`src/hw/rtl/nll_pkg.sv`:
```
// Shared types and constants for the nonlinear ladder lowpass.
package nll_pkg;

  localparam int DEF_SAMPLE_WIDTH = 24;
  localparam int DEF_STATE_WIDTH  = 24;

  localparam int CFG_W      = 16;
  localparam int CFG_IDX_W  = 2;
  localparam int NUM_STAGES = 4;
  localparam int STAGE_W    = $clog2(NUM_STAGES);

  // Tanh results are signed Q1.28.
  localparam int TANH_FRAC = 28;
  localparam int TANH_W    = 30;

  localparam logic [CFG_W-1:0] RST_TUNING_GAIN   = 16'd7971;
  localparam logic [CFG_W-1:0] RST_FEEDBACK_GAIN = 16'd0;
  localparam logic [CFG_W-1:0] RST_INPUT_GAIN    = 16'd256;
  localparam logic [CFG_W-1:0] RST_OUTPUT_GAIN   = 16'd256;

  typedef enum logic [CFG_IDX_W-1:0] {
    REG_TUNING_GAIN   = 2'd0,
    REG_FEEDBACK_GAIN = 2'd1,
    REG_INPUT_GAIN    = 2'd2,
    REG_OUTPUT_GAIN   = 2'd3
  } cfg_reg_e;

  typedef enum logic [3:0] {
    OP_NONE,
    OP_LOAD,
    OP_FB_MUL,
    OP_FB_SUB,
    OP_TANH_DRIVE,
    OP_TANH_STATE,
    OP_DIFF_MUL,
    OP_DELTA,
    OP_UPDATE,
    OP_HALVE,
    OP_OUT
  } dp_op_e;

  typedef struct packed {
    dp_op_e op;
    logic   from_input;
  } dp_cmd_t;

  typedef struct packed {
    logic tanh_done;
    logic out_free;
  } dp_status_t;

endpackage

```
`src/hw/rtl/nll_ctrl.sv`:
```
// Controller: sequences the two passes and four stage updates of each sample.
module nll_ctrl import nll_pkg::*; (
  input  logic       clk_i,
  input  logic       rst_ni,
  input  logic       in_valid_i,
  output logic       in_stall_o,
  input  dp_status_t status_i,
  output dp_cmd_t    cmd_o
);

  localparam logic [STAGE_W-1:0] LAST_STAGE = STAGE_W'(NUM_STAGES - 1);

  typedef enum logic [3:0] {
    C_IDLE, C_FB_MUL, C_FB_SUB, C_TD_START, C_TD_WAIT, C_TZ_START,
    C_TZ_WAIT, C_MUL, C_RND, C_UPD, C_HALVE, C_OUT
  } ctrl_state_e;

  ctrl_state_e        state_q, state_d;
  logic               pass_q, pass_d;
  logic [STAGE_W-1:0] stage_q, stage_d;
  logic               stall_q, stall_d;

  always_comb begin
    state_d          = state_q;
    pass_d           = pass_q;
    stage_d          = stage_q;
    stall_d          = stall_q;
    cmd_o.op         = OP_NONE;
    cmd_o.from_input = (stage_q == '0);
    unique case (state_q)
      C_IDLE: begin
        if (in_valid_i) begin
          cmd_o.op = OP_LOAD;
          pass_d   = 1'b0;
          stall_d  = 1'b1;
          state_d  = C_FB_MUL;
        end
      end
      C_FB_MUL: begin
        cmd_o.op = OP_FB_MUL;
        state_d  = C_FB_SUB;
      end
      C_FB_SUB: begin
        cmd_o.op = OP_FB_SUB;
        stage_d  = '0;
        state_d  = C_TD_START;
      end
      C_TD_START: begin
        cmd_o.op = OP_TANH_DRIVE;
        state_d  = C_TD_WAIT;
      end
      C_TD_WAIT: begin
        if (status_i.tanh_done) begin
          state_d = C_TZ_START;
        end
      end
      C_TZ_START: begin
        cmd_o.op = OP_TANH_STATE;
        state_d  = C_TZ_WAIT;
      end
      C_TZ_WAIT: begin
        if (status_i.tanh_done) begin
          state_d = C_MUL;
        end
      end
      C_MUL: begin
        cmd_o.op = OP_DIFF_MUL;
        state_d  = C_RND;
      end
      C_RND: begin
        cmd_o.op = OP_DELTA;
        state_d  = C_UPD;
      end
      C_UPD: begin
        cmd_o.op = OP_UPDATE;
        if (stage_q == LAST_STAGE) begin
          state_d = C_HALVE;
        end else begin
          stage_d = stage_q + STAGE_W'(1);
          state_d = C_TD_START;
        end
      end
      C_HALVE: begin
        cmd_o.op = OP_HALVE;
        if (pass_q) begin
          state_d = C_OUT;
        end else begin
          pass_d  = 1'b1;
          state_d = C_FB_MUL;
        end
      end
      C_OUT: begin
        if (status_i.out_free) begin
          cmd_o.op = OP_OUT;
          stall_d  = 1'b0;
          state_d  = C_IDLE;
        end
      end
      default: state_d = C_IDLE;
    endcase
  end

  always_ff @(posedge clk_i or negedge rst_ni) begin
    if (!rst_ni) begin
      state_q <= C_IDLE;
      pass_q  <= 1'b0;
      stage_q <= '0;
      stall_q <= 1'b0;
    end else begin
      state_q <= state_d;
      pass_q  <= pass_d;
      stage_q <= stage_d;
      stall_q <= stall_d;
    end
  end

  assign in_stall_o = stall_q;

endmodule

```
`config.mk`:
```
export PLATFORM = sky130hd
export DESIGN_NAME = nll_ctrl
export DESIGN_NICKNAME = d
export VERILOG_FILES = /design/src/hw/rtl/nll_pkg.sv /design/src/hw/rtl/nll_ctrl.sv
export SDC_FILE = /design/constraint.sdc
export NUM_CORES = 1
export LEC_CHECK = 0
export ABC_AREA = 1
export ABC_CLOCK_PERIOD_IN_PS = 1000
export BUFFER_PORTS_ARGS = -buffer_cell sky130_fd_sc_hd__buf_2
export CAP_MARGIN = 20
export CORE_ASPECT_RATIO = 1.2
export CORE_MARGIN = 2
export CORE_UTILIZATION = 28
export CTS_CLUSTER_SIZE = 12
export DETAILED_ROUTE_END_ITERATION = 8
export GPL_ROUTABILITY_DRIVEN = 1
export REMOVE_ABC_BUFFERS = 1
export SETUP_SLACK_MARGIN = 0.2
export SYNTH_ARGS = -nofsm -noshare
export SYNTH_HDL_FRONTEND = slang
export SYNTH_SLANG_ARGS = --single-unit
```
`constraint.sdc`:
```
create_clock -name clk_i -period 1 [get_ports clk_i]
set_input_delay 0.1 -clock clk_i [delete_from_list [all_inputs] [get_ports clk_i]]
set_output_delay 0.1 -clock clk_i [all_outputs]
set_load 0.005 [all_outputs]
```
### Word level (Yosys, flattened, before mapping)

Cells that the tools add are included.

| cells by class | value |
|---|---|
| muxes and demuxes | 17 |
| eq/ne operators | 17 |
| $add $sub $neg | 1 |
| reduce and logical (&&, ||, !) cells | 9 |

Operators by type and width:

| cell | count |
|---|---|
| case mux 4 bit (12 select lines) | 1 |
| case mux 4 bit (10 select lines) | 1 |
| 2-to-1 mux 4 bit | 7 |
| equality test 4 x 3 -> 1 bit, second input constant | 4 |
| equality test 4 bit, second input constant | 4 |
| != test 2 bit, second input constant | 5 |
| equality test 4 x 2 -> 1 bit, second input constant | 2 |
| nonzero test 2 bit | 3 |
| equality test 4 x 1 -> 1 bit, second input constant | 1 |
| logical NOT 4 bit | 1 |
| 2-to-1 mux 1 bit | 4 |
| case mux 1 bit (2 select lines) | 2 |
| case mux 2 bit (2 select lines) | 1 |
| AND reduction 2 bit | 2 |
| AND reduction 4 bit | 1 |
| AND reduction 3 bit | 1 |
| adder 2 x 1 -> 2 bit, second input constant | 1 |
| equality test 2 bit, second input constant | 1 |
| logical NOT 2 bit | 1 |
| 2-to-1 mux 2 bit | 1 |

| storage, ports and cells | value |
|---|---|
| output and inout port bits | 6 |
| register bits | 8 |
| word-level logic and storage cells | 48 |

### Longest topological paths before layout

Gate-level depths: netlist (run 1).

| depth | value |
|---|---|
| depth in word-level cells | 3 |
| mapped depth | 7 |
| gate-level depth less buffers | 7 |

### Worst setup path before layout (run 1)

No wires, ideal clock.

| timing path | value |
|---|---|
| path type | reg-to-reg |
| from | register state_q[3] |
| to | register state_q[1] |
| library setup time | 0.120 ns |
| clock period less this slack | 1.059 ns |
| arrival | 0.939 ns |
| stages on the path, launching flop included | 7 |
| setup slack | -0.059 ns |
| required time | 0.880 ns |
| path through | dfrtp_1 > nor2_1 > nand3_1 > nand2_1 > nor2_1 > nand2_1 > nand2_1 |

| between the ends | value |
|---|---|
| word-level cells in the longest chain between the ends | 3 |
| elaborated cells on any way between the ends | 18 |

Ends and longest elaborated chain:

| what | line | RTL |
|---|---|---|
| start: declaration | nll_ctrl.sv:18 | `ctrl_state_e state_q, state_d;` |
| start signal: assignment | nll_ctrl.sv:110 | `state_q <= state_d;` |
| equality test 4 x 3 -> 1 bit (tied with other cells) | nll_ctrl.sv:30 | `unique case (state_q)` |
| != test 2 bit (no line) | - |  |
| AND reduction 4 bit (no line) | - |  |

Several ways; a longest one is shown, not always the timed one.
A chain may end at the register's enable or synchronous reset.

==> flow_summary.yaml, run 1 <==
sta:
  tightest_slew_ns: 0.191
  clock_skew_ns: 0.00190
  fin_crit_sh_pct: 141
  final.min_clock_period_ns: 1.41
  final_hold_viol_count: 0
  relSlewSlack_pct: 87.1
  max_freq_ghz: 0.708
  setup_viol: 13
  fin_ws_ns: -0.412
  maxSlewViolCount: 0
  finalSetupTns_ns: -2.66
  hold_slack_ns: 0.174
  rsz0062_at_grt: "true"
pwr:
  combinationalPowerShare_pct: 64.6
  power.internal_uw: 1430
  ir_drop_mv: 1.22
  swShare_pct: 45.2
  p_leak_uw: 0.000478
  p_sw_uw: 1180
  power_density_mw_per_mm2: 2950
  p_clk_share_pct: 9.7
  p_seq_share_pct: 25.7
layout:
  layout-drive-gt1-share_pct: 58.2
  final_cell_area_um2: 882
  syn2layout_area_growth_pct: 65.9
  antenna_cells: 0
  finalNetCount: 119
  fill_cells: 195
  area.sequential_um2: 205
  multi_input_area_um2: 372
  final_util_pct: 48.8
global_routing:
  antenna_found_initial: 0
  grt.overflow.total: 0
  grt_util_met1_pct: 18.5
  grt_first_pass_wirelength_um: 2500
  track_usage_pct: 15.2
  grt_pass1_vias: 606
  met2_usage_pct: 25.0
  use_met3_pct: 3.13
  grt_max_degree: 9
  busiest_layer: "met2"
setup_path:
  crit_path_start_kind: "register"
  worstPathCellList: "nand2_2, inv_2, a22oi_2, nand3_1, buf_2"
  cpPeakStageDelay_ns: 0.45
  worstPathMaxFanout: 4
  crit_required_ns: 0.90
  critPathKind: "reg -> out"
  cpMaxStageDelayCell: "dfrtp_2"
  crit_path_end_kind: "primary output"
  critPathArrivalTime_ns: 1.31
drt:
  firstDrtPassIters: 4
  vias: 598
  first_iter_violations: 4
  vias_per_cell: 4.64
  drc_errors: 0
  wire_per_inst_um: 11.5
  postRouteAntennaNets: 0
  routed_wl_um: 1490
yosys:
  synth_area_leaders: "dfrtp_1 (38%), nand2_1 (17%), nand3_1 (11%)"
  yosys.area.top_type: "dfrtp_1"
  avgSynthCellArea_um2: 6.82
  async_reset_ff_share_pct: 100
  syn_inst: 78
  synth-edff-count: 0
  synth_cell_type_count: 14
  synth_top_area_share_pct: 37.6
  ys_ff_latch: 8
  yosysSeqAreaShare_pct: 37.6
  yosys_warnings: 0
  yosysMostFrequentCell: "nand2_1"
  syn_area_um2: 532
  synth_commonest_cells: "nand2_1 (24), nand3_1 (12), inv_1 (11), dfrtp_1 (8), nor2_1 (6)"
  synthFlopType: "dfrtp_1"
die:
  fp.dieH_um: 51.7
  initial_core_util_pct: 29.4
  die_area_mm2: 0.00227
  row_count: 17
  core_mm2: 0.00181
  die_w_um: 43.8
  ioPinCount: 11
placed_design:
  io_buffers: 10
  hpwlAfterDp_um: 1110
  gp_congestion: 0.845
  placed_cell_area_um2: 703
flow_run:
  drv_cap: 0
status:
  outcome: "finished with violations"
  violations: "negative setup slack"
clock_network:
  clk_latency_ns: 0.25
  cts_tree: "yes"
  numClockSinks: 8
  cts_buffers: 3
  cts-root-buf: "clkbuf_4"
  cts_max_path_buffers: 2
  path_clk_slew_ns: 0.06
  htreeDepth: 1
hold_path:
  hold_path_class: "in -> reg"
layer usage:
metal | up-vias | wire length (um) | part of all wire [%]
li1 | 312 | - | -
met4 | 0 | 22 | 1.5
met2 | 8 | 790 | 53
met3 | 4 | 33 | 2.2
met5 | - | 0 | 0
met1 | 274 | 640 | 43
placed cells by master, fill, tap and decap left out, types with 2 or more instances in the layout:
| cell | instances |
|---|---|
| buf_2 | 10 |
| o21ai_1 | 3 |
| dfrtp_1 | 4 |
| nand3_2 | 2 |
| nand4_1 | 2 |
| nor2_4 | 5 |
| nand3_1 | 10 |
| nand2_1 | 16 |
| buf_4 | 15 |
| nand2_2 | 5 |
| inv_1 | 8 |
| inv_2 | 6 |
| clkbuf_4 | 3 |
| buf_6 | 3 |
| nand2_4 | 5 |
| dfrtp_2 | 4 |
| nor2_2 | 4 |
per-stage QoR:
step	setup slack [ns]	instances	total power [uW]
6_report	-0.412	129	2600
3_5_place_dp	-0.277	120	1910
2_1_floorplan	-0.0595	78	1250
5_1_grt	-0.494	129	2840
3_3_place_gp	-0.269	120	1890
4_1_cts	-0.419	128	2430
final cells by class:
class	instances	area share, %
multi-input cells	56	42.1
flip-flops and latches	8	23.3
clock buffers	3	2.55
repair buffers	29	23.4
inverters	14	5.96
well taps	19	2.70
power by group through the flow:
| stage | sequential (uW) | combinational [uW] | clock, uW |
|---|---|---|---|
| 6_report | 668 | 1680 | 254 |
| 2_1_floorplan | 576 | 678 | 0 |
| 5_1_grt | 690 | 1870 | 282 |
| 4_1_cts | 631 | 1530 | 261 |
| 3_3_place_gp | 579 | 1310 | 0 |
| 3_5_place_dp | 589 | 1320 | 0 |
worst paths after layout:
check	from	endpoint	slack [ns]	cells past startpoint
min in group asynchronous	rst_ni	state_q[1]	0.22	2
worst min-delay path	in_valid_i	in_stall_o	0.17	3
max in group asynchronous	rst_ni	state_q[3]	0.59	2
worst min register to register	pass_q	pass_q	0.48	2
worst max-delay path	state_q[1]	cmd_o[3]	-0.41	5
worst max register to register	state_q[3]	state_q[0]	-0.22	8
registers in the layout (all words and copies together) (netlist names):
register    flops
pass_q          1
state_q         4
stage_q         2
in_stall_o      1
critical path, delay by kind of cell, from the launching register on:
kind	cells	cell delay (ns)
AO/OA/AOI/OAI	1	0.19
buffers and inverters	2	0.20
flip-flops	1	0.45
AND/OR/NAND/NOR	2	0.22
cells by family after synthesis:
logic type,synth area share [%]
fa+ha+maj,4.71
buf+inv,9.88
simple gates,42.6
flops,37.6
compound gates,5.18
timing repair:
item / 4_1_cts / 5_1_grt
hold endpoints to repair: 8 / 0
setup buffers: 4 / 1
resized for setup: 22 / 15
setup endpoints to repair: 14 / 14
pin swaps: 4 / 3
hold buffers: 1 / 0
No activity file was read; power rests on OpenSTA's default activity.
==> run 2: changes to the inputs <==
==> constraint.sdc (replaced) <==
create_clock -name clk_i -period 1 [get_ports clk_i]
set_input_delay 0.05 -clock clk_i [delete_from_list [all_inputs] [get_ports clk_i]]
set_output_delay 0.05 -clock clk_i [all_outputs]
set_load 0.005 [all_outputs]
==> run 2 against run 1 <==
  * The run still ends with negative setup slack left
  * Non-clock buffer count is 5 lower
  * Cell area is 9.4% lower
  * Hold slack worse by 0.066 ns
  * Clock-buffer cell count stayed put
  * Combinational power is 11% lower
  * Global-route usage is 1.0 points lower
  * Clock skew is 0.00079 ns lower
  * Critical path type unchanged
  * Largest power group unchanged
==> flow_summary.yaml, run 2 (synthesis results as in run 1) <==
status:
  outcome: "finished with violations"
  violations: "negative setup slack"
setup_path:
  reg2reg_slack_ns: -0.26
  crit_path_start_kind: "register"
  rr_startpoint: "state_q[3]"
  worstPathCellList: "buf_6, nand2_2, inv_1, o21ai_1, nand4_1, buf_2"
  crit_family: "flip-flops"
  cpMaxStageDelayCell: "dfrtp_2"
  worstPathMaxFanout: 4
  critPathKind: "reg -> out"
  crit_path_end_kind: "primary output"
  critPathBufInv: 3
  cpPeakStageDelay_ns: 0.44
  critPathArrivalTime_ns: 1.38
  r2r_cells: 8
  r2r_end: "state_q[0]"
  crit_required_ns: 0.95
drt:
  vias_per_cell: 4.65
  postRouteAntennaNets: 0
  wire_per_inst_um: 11.1
  first_iter_violations: 2
  vias: 577
  drc_errors: 0
  firstDrtPassIters: 4
  routed_wl_um: 1380
clock_network:
  clk_latency_ns: 0.25
  cts-root-buf: "clkbuf_4"
  htreeDepth: 1
  cts_max_path_buffers: 2
  cts_buffers: 3
  path_clk_slew_ns: 0.06
  cts_tree: "yes"
  numClockSinks: 8
layout:
  layout-drive-gt1-share_pct: 49.5
  fill_cells: 186
  regMostFlops: "state_q"
  largest_register_ffs: 4
  area.sequential_um2: 205
  largest_registers: "state_q x4, stage_q x2"
  antenna_cells: 0
  finalNetCount: 114
  multi_input_area_um2: 334
  syn2layout_area_growth_pct: 50.4
  final_common_cell: "nand2_1"
  final_cell_mix: "nand2_1 (18), buf_4 (12), inv_1 (11), nand3_1 (11), buf_2 (10)"
sta:
  final_hold_viol_count: 0
  final.min_clock_period_ns: 1.43
  rsz0062_at_grt: "true"
  hold_slack_ns: 0.108
  fin_ws_ns: -0.429
  max_freq_ghz: 0.700
  relSlewSlack_pct: 85.0
  fin_crit_sh_pct: 143
  setup_viol: 12
  clock_skew_ns: 0.00111
  maxSlewViolCount: 0
  tightest_slew_ns: 0.223
hold_path:
  hold_path_class: "in -> reg"
  hold_path_depth: 3
  min_from: "in_valid_i"
  hold_end: "in_stall_o"
pwr:
  p_total_uw: 2410
  p_leak_uw: 0.000427
  ir_drop_mv: 1.04
  power_density_mw_per_mm2: 3020
placed_design:
  io_buffers: 10
  hpwlAfterDp_um: 1050
  gp_congestion: 0.768
global_routing:
  track_usage_pct: 14.2
  grt_pass1_vias: 566
  busiest_layer: "met2"
  grt.overflow.total: 0
  met2_usage_pct: 25.7
  antenna_found_initial: 0
  grt_max_degree: 9
  grt_util_met1_pct: 16.0
  grt_first_pass_wirelength_um: 2340
  use_met3_pct: 2.08
flow_run:
  drv_cap: 0
die:
  die_w_um: 43.8
  core_mm2: 0.00181
  fp.dieH_um: 51.7
  row_count: 17
  die_area_mm2: 0.00227
  initial_core_util_pct: 29.4
  ioPinCount: 11
-- run 2: cell types whose count changed in the layout (fill, tap and decap cells not counted), sizes merged --
cell and change:
buf -5
-- run 2: tightest hold or removal path, cell delays in order --
cell and delay (ns):
buf_2 0.11, nand3_2 0.10, nand2_1 0.06
-- run 2: worst max-delay path by stage --
stage               slack, ns  cells after the start    endpoint  startpoint
detailed placement      -0.22                      5    cmd_o[2]  state_q[0]
global route            -0.46                      6    cmd_o[1]  state_q[1]
CTS                     -0.36                      5    cmd_o[1]  state_q[2]
global placement        -0.21                      5    cmd_o[2]  state_q[0]
finish                  -0.43                      6    cmd_o[1]  state_q[1]
floorplan               -0.06                      6  state_q[1]  state_q[3]
-- run 2: layer usage --
metal	vias up	wire [um]
met5	-	0
met4	0	10
met3	2	28
met2	6	735
met1	264	608
li1	305	-
-- run 2: where the power goes --
part           leakage, uW  internal [uW]  switching (uW)  total [uW]
registers        0.0000981            473             181         654
logic             0.000315            714             782        1500
clock network    0.0000138            138             122         260
-- run 2: cell type report --
class	count	share of cell area, %
multi-input cells	56	41.8
flip-flops and latches	8	25.7
repair buffers	24	20.2
inverters	14	6.57
well taps	19	2.97
clock buffers	3	2.82
-- run 2: stage by stage --
stage | instances | TNS, ns | cell area, um^2 | setup slack (ns) | utilization [%]
floorplan | 78 | -0.183 | 532 | -0.0595 | -
global placement | 117 | -1.61 | 681 | -0.207 | 37.6
detailed placement | 117 | -1.58 | 681 | -0.221 | 37.6
CTS | 123 | -2.41 | 778 | -0.358 | 43.0
global route | 124 | -3.42 | 800 | -0.464 | 44.2
finish | 124 | -2.52 | 800 | -0.429 | 44.2
-- run 2: repair_timing --
item,in CTS,in global routing
endpoints found under the hold margin,8,0
setup endpoints to repair,14,14
hold buffers,1,0
setup buffers,2,1
gates resized for setup,18,5
pin swaps,5,2
